--- src/sv/imufpd_pkg.sv ---
// shared types, constants and register codes of the imu fifo packet decoder
package imufpd_pkg;

   localparam int PKT_LEN             = 20;
   localparam int POS_W               = 5;
   localparam int SCALE_FRAC_BITS_DEF = 14;

   localparam logic [7:0] HDR_REJECT_MASK  = 8'h80;
   localparam logic [7:0] HDR_REQUIRE_MASK = 8'h10;

   localparam int CSR_INDEX_W = 3;
   localparam int CSR_DATA_W  = 60;

   localparam logic [15:0] ACCEL_SCALE_RESET = 16'd16384;

   localparam int QUEUE_DEPTH = 2;
   localparam int QUEUE_PTR_W = 1;

   typedef enum logic [CSR_INDEX_W-1:0] {
      CSR_ACCEL_OFFSET_X = 3'd0,
      CSR_ACCEL_OFFSET_Y = 3'd1,
      CSR_ACCEL_OFFSET_Z = 3'd2,
      CSR_ACCEL_SCALE_X  = 3'd3,
      CSR_ACCEL_SCALE_Y  = 3'd4,
      CSR_ACCEL_SCALE_Z  = 3'd5,
      CSR_GYRO_OFFSETS   = 3'd6
   } csr_index_type;

   // one decoded packet on its way from the framer to the arithmetic
   typedef struct packed {
      logic               rejected;
      logic signed [17:0] accel_x;
      logic signed [17:0] accel_y;
      logic signed [17:0] accel_z;
      logic signed [18:0] gyro_x;
      logic signed [18:0] gyro_y;
      logic signed [18:0] gyro_z;
   } packet_type;

endpackage

--- src/sv/imu_fifo_packet_decoder.sv ---
// One FIFO byte is taken per clock while req_ready is high; req_ready drops only when the
// two-entry packet queue is full, which needs the response side to hold off for about four
// packets. The twentieth byte of a packet leaves the framer as a decoded request and is
// written into the packet queue; from there its result passes the offset and multiply
// stage and then the round and clamp stage that feeds the output register, where it shows
// on rsp_valid. A result carries status 1 and zero axes when the header has bit 7 set or
// bit 4 clear. The csr port takes one register write per cycle and is to be written only
// while no packet is in flight.
module imu_fifo_packet_decoder #(
   parameter int SCALE_FRAC_BITS = imufpd_pkg::SCALE_FRAC_BITS_DEF
) (
   input  logic                               clock,
   input  logic                               reset,
   input  logic                               req_valid,
   output logic                               req_ready,
   input  logic [7:0]                         req_data_byte,
   input  logic                               req_packet_start,
   output logic                               rsp_valid,
   input  logic                               rsp_ready,
   output logic signed [20:0]                 rsp_accel_x,
   output logic signed [20:0]                 rsp_accel_y,
   output logic signed [20:0]                 rsp_accel_z,
   output logic signed [19:0]                 rsp_gyro_x,
   output logic signed [19:0]                 rsp_gyro_y,
   output logic signed [19:0]                 rsp_gyro_z,
   output logic                               rsp_status,
   input  logic                               csr_write_enable,
   input  logic [imufpd_pkg::CSR_INDEX_W-1:0] csr_index,
   input  logic [imufpd_pkg::CSR_DATA_W-1:0]  csr_write_data
);
   import imufpd_pkg::*;

   logic signed [18:0] accel_offset_x_ff, accel_offset_x_in;
   logic signed [18:0] accel_offset_y_ff, accel_offset_y_in;
   logic signed [18:0] accel_offset_z_ff, accel_offset_z_in;
   logic [15:0]        accel_scale_x_ff, accel_scale_x_in;
   logic [15:0]        accel_scale_y_ff, accel_scale_y_in;
   logic [15:0]        accel_scale_z_ff, accel_scale_z_in;
   logic [59:0]        gyro_offsets_ff, gyro_offsets_in;

   logic       push_valid, push_ready;
   packet_type push_packet;
   logic       pop_valid, pop_ready;
   packet_type pop_packet;

   always_comb begin
      accel_offset_x_in = accel_offset_x_ff;
      accel_offset_y_in = accel_offset_y_ff;
      accel_offset_z_in = accel_offset_z_ff;
      accel_scale_x_in  = accel_scale_x_ff;
      accel_scale_y_in  = accel_scale_y_ff;
      accel_scale_z_in  = accel_scale_z_ff;
      gyro_offsets_in   = gyro_offsets_ff;
      if (csr_write_enable) begin
         unique case (csr_index_type'(csr_index))
            CSR_ACCEL_OFFSET_X: accel_offset_x_in = csr_write_data[18:0];
            CSR_ACCEL_OFFSET_Y: accel_offset_y_in = csr_write_data[18:0];
            CSR_ACCEL_OFFSET_Z: accel_offset_z_in = csr_write_data[18:0];
            CSR_ACCEL_SCALE_X:  accel_scale_x_in  = csr_write_data[15:0];
            CSR_ACCEL_SCALE_Y:  accel_scale_y_in  = csr_write_data[15:0];
            CSR_ACCEL_SCALE_Z:  accel_scale_z_in  = csr_write_data[15:0];
            CSR_GYRO_OFFSETS:   gyro_offsets_in   = csr_write_data[59:0];
            default: begin
            end
         endcase
      end
   end

   always_ff @(posedge clock) begin
      if (reset) begin
         accel_offset_x_ff <= '0;
         accel_offset_y_ff <= '0;
         accel_offset_z_ff <= '0;
         accel_scale_x_ff  <= ACCEL_SCALE_RESET;
         accel_scale_y_ff  <= ACCEL_SCALE_RESET;
         accel_scale_z_ff  <= ACCEL_SCALE_RESET;
         gyro_offsets_ff   <= '0;
      end else begin
         accel_offset_x_ff <= accel_offset_x_in;
         accel_offset_y_ff <= accel_offset_y_in;
         accel_offset_z_ff <= accel_offset_z_in;
         accel_scale_x_ff  <= accel_scale_x_in;
         accel_scale_y_ff  <= accel_scale_y_in;
         accel_scale_z_ff  <= accel_scale_z_in;
         gyro_offsets_ff   <= gyro_offsets_in;
      end
   end

   imufpd_front u_front (
      .clock            (clock),
      .reset            (reset),
      .req_valid        (req_valid),
      .req_ready        (req_ready),
      .req_data_byte    (req_data_byte),
      .req_packet_start (req_packet_start),
      .push_valid       (push_valid),
      .push_packet      (push_packet),
      .push_ready       (push_ready)
   );

   imufpd_queue u_queue (
      .clock    (clock),
      .reset    (reset),
      .wr_valid (push_valid),
      .wr_ready (push_ready),
      .wr_data  (push_packet),
      .rd_valid (pop_valid),
      .rd_ready (pop_ready),
      .rd_data  (pop_packet)
   );

   imufpd_back #(
      .SCALE_FRAC_BITS (SCALE_FRAC_BITS)
   ) u_back (
      .clock          (clock),
      .reset          (reset),
      .item_valid     (pop_valid),
      .item_ready     (pop_ready),
      .item           (pop_packet),
      .accel_offset_x (accel_offset_x_ff),
      .accel_offset_y (accel_offset_y_ff),
      .accel_offset_z (accel_offset_z_ff),
      .accel_scale_x  (accel_scale_x_ff),
      .accel_scale_y  (accel_scale_y_ff),
      .accel_scale_z  (accel_scale_z_ff),
      .gyro_offsets   (gyro_offsets_ff),
      .rsp_valid      (rsp_valid),
      .rsp_ready      (rsp_ready),
      .rsp_accel_x    (rsp_accel_x),
      .rsp_accel_y    (rsp_accel_y),
      .rsp_accel_z    (rsp_accel_z),
      .rsp_gyro_x     (rsp_gyro_x),
      .rsp_gyro_y     (rsp_gyro_y),
      .rsp_gyro_z     (rsp_gyro_z),
      .rsp_status     (rsp_status)
   );

endmodule

--- src/sv/imufpd_front.sv ---
// byte framer: collects one packet, checks the header and unpacks the raw axes
module imufpd_front (
   input  logic                    clock,
   input  logic                    reset,
   input  logic                    req_valid,
   output logic                    req_ready,
   input  logic [7:0]              req_data_byte,
   input  logic                    req_packet_start,
   output logic                    push_valid,
   output imufpd_pkg::packet_type  push_packet,
   input  logic                    push_ready
);
   import imufpd_pkg::*;

   logic [POS_W-1:0] pos_ff, pos_in;
   logic [7:0]       store_ff [PKT_LEN-1];
   logic             accept;
   logic             last_byte;
   logic [7:0]       header;
   logic [19:0]      ax20, ay20, az20, gx20, gy20, gz20;

   assign req_ready = push_ready;
   assign accept    = req_valid && req_ready;
   assign last_byte = (pos_ff == POS_W'(PKT_LEN - 1));

   always_comb begin
      pos_in = pos_ff;
      if (accept) begin
         if (req_packet_start) begin
            pos_in = POS_W'(1);
         end else if (pos_ff != '0) begin
            pos_in = last_byte ? '0 : pos_ff + POS_W'(1);
         end
      end
   end

   always_ff @(posedge clock) begin
      if (reset) begin
         pos_ff <= '0;
      end else begin
         pos_ff <= pos_in;
      end
   end

   // the final byte is used straight from the bus, never stored
   always_ff @(posedge clock) begin
      if (accept && req_packet_start) begin
         store_ff[0] <= req_data_byte;
      end else if (accept && pos_ff != '0 && !last_byte) begin
         store_ff[pos_ff] <= req_data_byte;
      end
   end

   assign push_valid = accept && !req_packet_start && last_byte;

   assign header = store_ff[0];
   assign ax20 = {store_ff[1],  store_ff[2],  store_ff[17][7:4]};
   assign ay20 = {store_ff[3],  store_ff[4],  store_ff[18][7:4]};
   assign az20 = {store_ff[5],  store_ff[6],  req_data_byte[7:4]};
   assign gx20 = {store_ff[7],  store_ff[8],  store_ff[17][3:0]};
   assign gy20 = {store_ff[9],  store_ff[10], store_ff[18][3:0]};
   assign gz20 = {store_ff[11], store_ff[12], req_data_byte[3:0]};

   always_comb begin
      push_packet.rejected = ((header & HDR_REJECT_MASK) != '0) ||
                             ((header & HDR_REQUIRE_MASK) == '0);
      // arithmetic shift right is a plain drop of the low bits
      push_packet.accel_x = ax20[19:2];
      push_packet.accel_y = ay20[19:2];
      push_packet.accel_z = az20[19:2];
      push_packet.gyro_x  = gx20[19:1];
      push_packet.gyro_y  = gy20[19:1];
      push_packet.gyro_z  = gz20[19:1];
   end

endmodule

--- src/sv/imufpd_queue.sv ---
// two-entry packet queue between the framer and the arithmetic pipeline
module imufpd_queue (
   input  logic                    clock,
   input  logic                    reset,
   input  logic                    wr_valid,
   output logic                    wr_ready,
   input  imufpd_pkg::packet_type  wr_data,
   output logic                    rd_valid,
   input  logic                    rd_ready,
   output imufpd_pkg::packet_type  rd_data
);
   import imufpd_pkg::*;

   packet_type             entries_ff [QUEUE_DEPTH];
   logic [QUEUE_PTR_W-1:0] wr_ptr_ff, wr_ptr_in;
   logic [QUEUE_PTR_W-1:0] rd_ptr_ff, rd_ptr_in;
   logic [QUEUE_PTR_W:0]   count_ff, count_in;
   logic                   push, pop;

   assign wr_ready = (count_ff != (QUEUE_PTR_W+1)'(QUEUE_DEPTH));
   assign rd_valid = (count_ff != '0);
   assign rd_data  = entries_ff[rd_ptr_ff];
   assign push     = wr_valid && wr_ready;
   assign pop      = rd_valid && rd_ready;

   always_comb begin
      wr_ptr_in = push ? wr_ptr_ff + QUEUE_PTR_W'(1) : wr_ptr_ff;
      rd_ptr_in = pop  ? rd_ptr_ff + QUEUE_PTR_W'(1) : rd_ptr_ff;
      count_in  = count_ff;
      if (push && !pop) begin
         count_in = count_ff + (QUEUE_PTR_W+1)'(1);
      end else if (pop && !push) begin
         count_in = count_ff - (QUEUE_PTR_W+1)'(1);
      end
   end

   always_ff @(posedge clock) begin
      if (reset) begin
         wr_ptr_ff <= '0;
         rd_ptr_ff <= '0;
         count_ff  <= '0;
      end else begin
         wr_ptr_ff <= wr_ptr_in;
         rd_ptr_ff <= rd_ptr_in;
         count_ff  <= count_in;
      end
   end

   always_ff @(posedge clock) begin
      if (push) begin
         entries_ff[wr_ptr_ff] <= wr_data;
      end
   end

endmodule

--- src/sv/imufpd_back.sv ---
// arithmetic pipeline: offset, scale, rounding and saturation of one packet
module imufpd_back #(
   parameter int SCALE_FRAC_BITS = imufpd_pkg::SCALE_FRAC_BITS_DEF
) (
   input  logic                    clock,
   input  logic                    reset,
   input  logic                    item_valid,
   output logic                    item_ready,
   input  imufpd_pkg::packet_type  item,
   input  logic signed [18:0]      accel_offset_x,
   input  logic signed [18:0]      accel_offset_y,
   input  logic signed [18:0]      accel_offset_z,
   input  logic [15:0]             accel_scale_x,
   input  logic [15:0]             accel_scale_y,
   input  logic [15:0]             accel_scale_z,
   input  logic [59:0]             gyro_offsets,
   output logic                    rsp_valid,
   input  logic                    rsp_ready,
   output logic signed [20:0]      rsp_accel_x,
   output logic signed [20:0]      rsp_accel_y,
   output logic signed [20:0]      rsp_accel_z,
   output logic signed [19:0]      rsp_gyro_x,
   output logic signed [19:0]      rsp_gyro_y,
   output logic signed [19:0]      rsp_gyro_z,
   output logic                    rsp_status
);
   import imufpd_pkg::*;

   localparam logic signed [37:0] ROUND_ADD = 38'sd1 <<< (SCALE_FRAC_BITS - 1);

   function automatic logic signed [20:0] sat_accel(input logic signed [36:0] prod);
      logic signed [37:0] sum;
      logic signed [37:0] shifted;
      sum     = {prod[36], prod} + ROUND_ADD;
      shifted = sum >>> SCALE_FRAC_BITS;
      if (shifted > 38'sd1048575) begin
         return 21'sh0FFFFF;
      end else if (shifted < -38'sd1048576) begin
         return 21'sh100000;
      end
      return shifted[20:0];
   endfunction

   function automatic logic signed [19:0] sat_gyro(input logic signed [20:0] v);
      if (v > 21'sd524287) begin
         return 20'sh7FFFF;
      end else if (v < -21'sd524288) begin
         return 20'sh80000;
      end
      return v[19:0];
   endfunction

   logic                a_valid_ff, a_valid_in;
   logic                a_rejected_ff;
   logic signed [36:0]  a_prod_x_ff, a_prod_y_ff, a_prod_z_ff;
   logic signed [20:0]  a_gdiff_x_ff, a_gdiff_y_ff, a_gdiff_z_ff;
   logic                rsp_valid_ff, rsp_valid_in;
   logic                a_ready, b_ready;
   logic signed [19:0]  adiff_x, adiff_y, adiff_z;
   logic signed [20:0]  gdiff_x, gdiff_y, gdiff_z;

   assign b_ready    = !rsp_valid_ff || rsp_ready;
   assign a_ready    = !a_valid_ff || b_ready;
   assign item_ready = a_ready;
   assign rsp_valid  = rsp_valid_ff;

   assign adiff_x = {{2{item.accel_x[17]}}, item.accel_x} -
                    {accel_offset_x[18], accel_offset_x};
   assign adiff_y = {{2{item.accel_y[17]}}, item.accel_y} -
                    {accel_offset_y[18], accel_offset_y};
   assign adiff_z = {{2{item.accel_z[17]}}, item.accel_z} -
                    {accel_offset_z[18], accel_offset_z};

   assign gdiff_x = {{2{item.gyro_x[18]}}, item.gyro_x} -
                    {gyro_offsets[19], gyro_offsets[19:0]};
   assign gdiff_y = {{2{item.gyro_y[18]}}, item.gyro_y} -
                    {gyro_offsets[39], gyro_offsets[39:20]};
   assign gdiff_z = {{2{item.gyro_z[18]}}, item.gyro_z} -
                    {gyro_offsets[59], gyro_offsets[59:40]};

   always_comb begin
      a_valid_in   = a_ready ? item_valid : a_valid_ff;
      rsp_valid_in = b_ready ? a_valid_ff : rsp_valid_ff;
   end

   always_ff @(posedge clock) begin
      if (reset) begin
         a_valid_ff   <= 1'b0;
         rsp_valid_ff <= 1'b0;
      end else begin
         a_valid_ff   <= a_valid_in;
         rsp_valid_ff <= rsp_valid_in;
      end
   end

   // multiply stage
   always_ff @(posedge clock) begin
      if (a_ready && item_valid) begin
         a_rejected_ff <= item.rejected;
         a_prod_x_ff   <= 37'(adiff_x) * 37'($signed({1'b0, accel_scale_x}));
         a_prod_y_ff   <= 37'(adiff_y) * 37'($signed({1'b0, accel_scale_y}));
         a_prod_z_ff   <= 37'(adiff_z) * 37'($signed({1'b0, accel_scale_z}));
         a_gdiff_x_ff  <= gdiff_x;
         a_gdiff_y_ff  <= gdiff_y;
         a_gdiff_z_ff  <= gdiff_z;
      end
   end

   // round, clamp and output register; a bad header zeroes every axis
   always_ff @(posedge clock) begin
      if (b_ready && a_valid_ff) begin
         rsp_status <= a_rejected_ff;
         if (a_rejected_ff) begin
            rsp_accel_x <= '0;
            rsp_accel_y <= '0;
            rsp_accel_z <= '0;
            rsp_gyro_x  <= '0;
            rsp_gyro_y  <= '0;
            rsp_gyro_z  <= '0;
         end else begin
            rsp_accel_x <= sat_accel(a_prod_x_ff);
            rsp_accel_y <= sat_accel(a_prod_y_ff);
            rsp_accel_z <= sat_accel(a_prod_z_ff);
            rsp_gyro_x  <= sat_gyro(a_gdiff_x_ff);
            rsp_gyro_y  <= sat_gyro(a_gdiff_y_ff);
            rsp_gyro_z  <= sat_gyro(a_gdiff_z_ff);
         end
      end
   end

endmodule

--- config.mk ---
export PLATFORM = sky130hd
export DESIGN_NAME = imu_fifo_packet_decoder
export DESIGN_NICKNAME = d
export VERILOG_FILES = /design/src/sv/imufpd_pkg.sv /design/src/sv/imu_fifo_packet_decoder.sv /design/src/sv/imufpd_front.sv /design/src/sv/imufpd_queue.sv /design/src/sv/imufpd_back.sv
export SDC_FILE = /design/constraint.sdc
export NUM_CORES = 2
export LEC_CHECK = 0
export BUFFER_PORTS_ARGS = -buffer_cell sky130_fd_sc_hd__buf_2
export CORE_UTILIZATION = 30
export CTS_CLUSTER_SIZE = 12
export DETAILED_ROUTE_END_ITERATION = 7
export PLACE_DENSITY = 0.56
export SETUP_SLACK_MARGIN = 0.1
export SLEW_MARGIN = 20
export SYNTH_ARGS = -nofsm -noshare
export SYNTH_HDL_FRONTEND = slang
export SYNTH_SLANG_ARGS = --single-unit
--- constraint.sdc ---
create_clock -name clock -period 20.2 [get_ports clock]
set_input_delay 4.04 -clock clock [delete_from_list [all_inputs] [get_ports clock]]
set_output_delay 4.04 -clock clock [all_outputs]
set_load 0.02 [all_outputs]
==> impl_results.md <==
* Post-placement cell count at 9695
* Max Used Layer: met5
* Clock tree root driver cell: clkbuf_16
* Layout Cells excl Fill at 9873
* Floorplan die width at 480 um
* GR Overflow Total at 0
* Async S/R FF share, synth at 0%
* Combinational fraction of design power at 15.9%
* Result of the run: finished, final reports clean
* Initial antenna violation count at 24
* Share of the clock period used by the worst path at 49.4%
* Routed length per instance at 17.3 um
* Global-route wire length before repair at 271 mm
* Delay of the slowest cell on the worst path at 0.69 ns
* # rows at 174
* Slew HR at 19.9%
* Synthesized instance count at 6680
* Critical path capture point type: register
* Portion of the post-synthesis area used by sequential elements at 31.2%
* Yosys reg bits at 769
* Slew @ Worst Pin at about 1.2 ns
* Internal power contribution at 2910 uW
* Fmax at ~0.1 GHz
* Metal1 wirelength at 77.0 mm
* Fill cell instance count of the final layout at 22800
* Hold Violations, Final at 0
* Clock Sink Count at 769
* Setup repair after global routing missed its margin: false
* Number of setup violations in the final report at 0
* Total die area at about 230000 um^2
* Met2 Wirelength at about 80 mm
* Syn. warnings at 0
* Post-Route Setup TNS at 0 ns
* PostCTS Resize Cnt at 0
* EDFF count, synth at about 600
* Area growth from synthesis to layout at 11.2%
* Power per Cell Area at 52.4 nW/um^2
* Switching part of the total at 27.0%
* Number of nets in the final layout at 8218
* DRC Markers at 0
* Ratio of cells with drive above 1 in the final layout at 8.95%
* Distinct cell type count after synthesis at between 80 and 90
* Detailed placement HPWL at 127 mm
* Post-route worst hold slack at 0.437 ns
* Worst setup path category: reg2reg
* Die height at 480 um
* Worst voltage drop across the vdd grid at 0.0000654 V
* Total routing usage reported by global routing at 15.0%
* Critical path's most frequent cell: fa_1
* Final Slew Violations at 0
* Hold buffers post-CTS at 0
* First-iteration detailed-routing DRC count at roughly 2900
* Number of I/O port buffers at 202
* Detailed-route via count at around 46000
* Placeable core area at 226000 um^2
* Top FF cell, synth: edfxtp_1
* Worst path arrival time at 10.55 ns
* Final antenna-violating net count at 0
* Routed wire length on met3 at 8.11 mm
* Vias per cell at 4.62
* Routability cong. at between 0.8 and 0.9
* Mapped cell area at 68400 um^2
* Clk buf depth at 3
* Number of global-route vias before repair at roughly 48000
* CTS Buf Count at 88
* Sequential Power Share at 43.3%
* Skew final at between 0.07 and 0.08 ns
* Static leakage at ~0.032 uW
* Number of buffers inserted by post-CTS setup repair at 0
* DRT Wirelength at 171 mm
* Starting density of the core at a little under a third
* Maximum level of the CTS H-tree at 3
* Pin count of the biggest net entering global routing at 97
* Synth Net Count at 8104
* Hold Startpoint: u_front.store_ff[5][4]
* Clock Latency Late Sink at approximately 0.73 ns
* Max-capacitance violation count at 0
* WP data required at 20.79 ns
* Ports placed on the boundary at 203
* Min Clock Period, post-route at 9.97 ns
* Sort of element at the start of the critical path: register
* Footprint of the multi-input gates at around 42000 um^2
* Clock-pin slew of the registers on the worst-case setup and hold paths at ~0.060 ns
* Type of the tightest min-delay check: reg2reg
* First drt pass iteration count at 5
* Share of total power in the clock network at 40.8%
* Clock tree from TritonCTS: done
* Synthesized area per cell at ~10 um^2
* Reg area at 21300 um^2
* Maximum fanout encountered on the critical timing path at 38
* Critical-path top delay cell: dfxtp_4
* Net switching power at 1080 uW
cell usage after synthesis, types with 7 or more instances:
cell | instances | area [um^2]
inv_1 | 1257 | 4720
nand2_1 | 1012 | 3800
fa_1 | 946 | 18900
edfxtp_1 | 592 | 17800
ha_1 | 401 | 5020
and2_1 | 349 | 2180
a21oi_1 | 317 | 1590
clkbuf_1 | 242 | 908
dfxtp_1 | 177 | 3540
xnor2_1 | 170 | 1490
nor2_1 | 160 | 601
o21ai_0 | 116 | 581
mux2_2 | 114 | 1280
xor2_1 | 97 | 850
nor2b_1 | 82 | 513
o21a_1 | 78 | 586
nand3_1 | 70 | 350
nand2b_1 | 62 | 388
a21o_1 | 52 | 390
nor3_1 | 42 | 210
and3_1 | 34 | 213
nand4_1 | 24 | 150
a31oi_1 | 18 | 113
mux2i_1 | 17 | 170
o21bai_1 | 17 | 128
o211ai_1 | 12 | 90.1
nor3b_1 | 11 | 82.6
a21boi_0 | 9 | 67.6
maj3_1 | 9 | 90.1
o21ai_1 | 9 | 45.0
or2_2 | 9 | 56.3
a211oi_1 | 8 | 60.1
o2bb2ai_1 | 8 | 70.1
or3_1 | 8 | 50.1
a31o_2 | 7 | 61.3
and4_1 | 7 | 61.3
buf_1 | 7 | 26.3
nand3b_1 | 7 | 52.6
nor4_1 | 7 | 43.8
or3b_2 | 7 | 61.3
flip-flops by register name, summed over array words and instances, names as in the netlist, 2 cells and up, named ones only:
register and count:
accel_offset_x_ff 19, accel_offset_y_ff 19, accel_offset_z_ff 19, accel_scale_x_ff 16, accel_scale_y_ff 16, accel_scale_z_ff 16, gyro_offsets_ff 60, u_back.a_gdiff_x_ff 21
u_back.a_gdiff_y_ff 21, u_back.a_gdiff_z_ff 21, u_back.a_prod_x_ff 24, u_back.a_prod_y_ff 24, u_back.a_prod_z_ff 24, u_back.rsp_accel_x 21, u_back.rsp_accel_y 21, u_back.rsp_accel_z 21
u_back.rsp_gyro_x 20, u_back.rsp_gyro_y 20, u_back.rsp_gyro_z 20, u_front.pos_ff 5, u_front.store_ff 108, u_queue.count_ff 2, u_queue.entries_ff 224
critical path: cells and delay by family, from the launching register on:
family                   cells  cell delay, ns
adder cells (fa/ha/maj)      8            3.55
buffers and inverters        4            0.75
flip-flops                   1            0.69
AO/OA/AOI/OAI               13            2.83
multiplexers                 1            0.35
AND/OR/NAND/NOR              5            1.61
layout by cell type (no fill, tap or decap), drive strengths merged, types with 17 or more instances in the layout:
master and instances:
clkbuf 134, o21bai 17, mux2i 17, and3 34
o21ai 126, inv 1261, and2 349, o21a 78
edfxtp 592, buf 281, nor2 161, nand4 24
nor2b 82, a31oi 18, fa 946, a21oi 320
mux2 114, xor2 97, dfxtp 177, xnor2 170
nand2b 62, clkinv 21, ha 401, nand3 70
nor3 43, nand2 1012, a21o 52
through the flow:
stage	util, %	total power [uW]	setup slack (ns)	instance area (um^2)
6_report	33.7	3990	10.23	76100
5_1_grt	33.7	4180	9.70	76100
4_1_cts	33.7	4040	10.26	76100
3_5_place_dp	32.4	2400	10.30	73100
3_3_place_gp	32.4	2390	10.31	73100
2_1_floorplan	-	2220	4.47	68400
power groups by stage:
| stage | Sequential (uW) | Combinational [uW] | Clock, uW |
|---|---|---|---|
| finish | 1730 | 635 | 1630 |
| global placement | 1760 | 631 | 0 |
| CTS | 1730 | 644 | 1670 |
| detailed placement | 1760 | 641 | 0 |
| floorplan | 1750 | 471 | 0 |
| global route | 1730 | 727 | 1730 |
kinds of logic after synthesis:
group           share of synthesized area, %
simple gates                            13.2
buf+inv                                 8.34
fa+ha+maj                               35.1
flops                                   31.2
compound gates                          6.60
xor+xnor                                3.42
mux                                     2.12
routing by layer:
layer,vias to the layer above,track usage [%]
li1,21300,-
met1,23000,20.0
met2,1082,24.8
met3,246,2.11
met4,12,5.34
met5,-,0
cell type report:
type	count	share of cell area (%)
antenna	11	0.0362
clock buffer	134	3.36
clock inverter	32	0.570
inverter	1258	6.21
multi-input combinational	4396	54.7
sequential	769	28.0
tap	2992	4.92
timing repair buffer	281	2.14
final timing paths:
path	endpoint	slack, ns	cells after the start
max reg2reg	u_back.a_prod_y_ff[36]	10.23	31
max	u_back.a_prod_y_ff[36]	10.23	31
min	u_queue.entries_ff[1][71]	0.44	0
min reg2reg	u_queue.entries_ff[1][71]	0.44	0
Power figures use the tool's default switching activity.
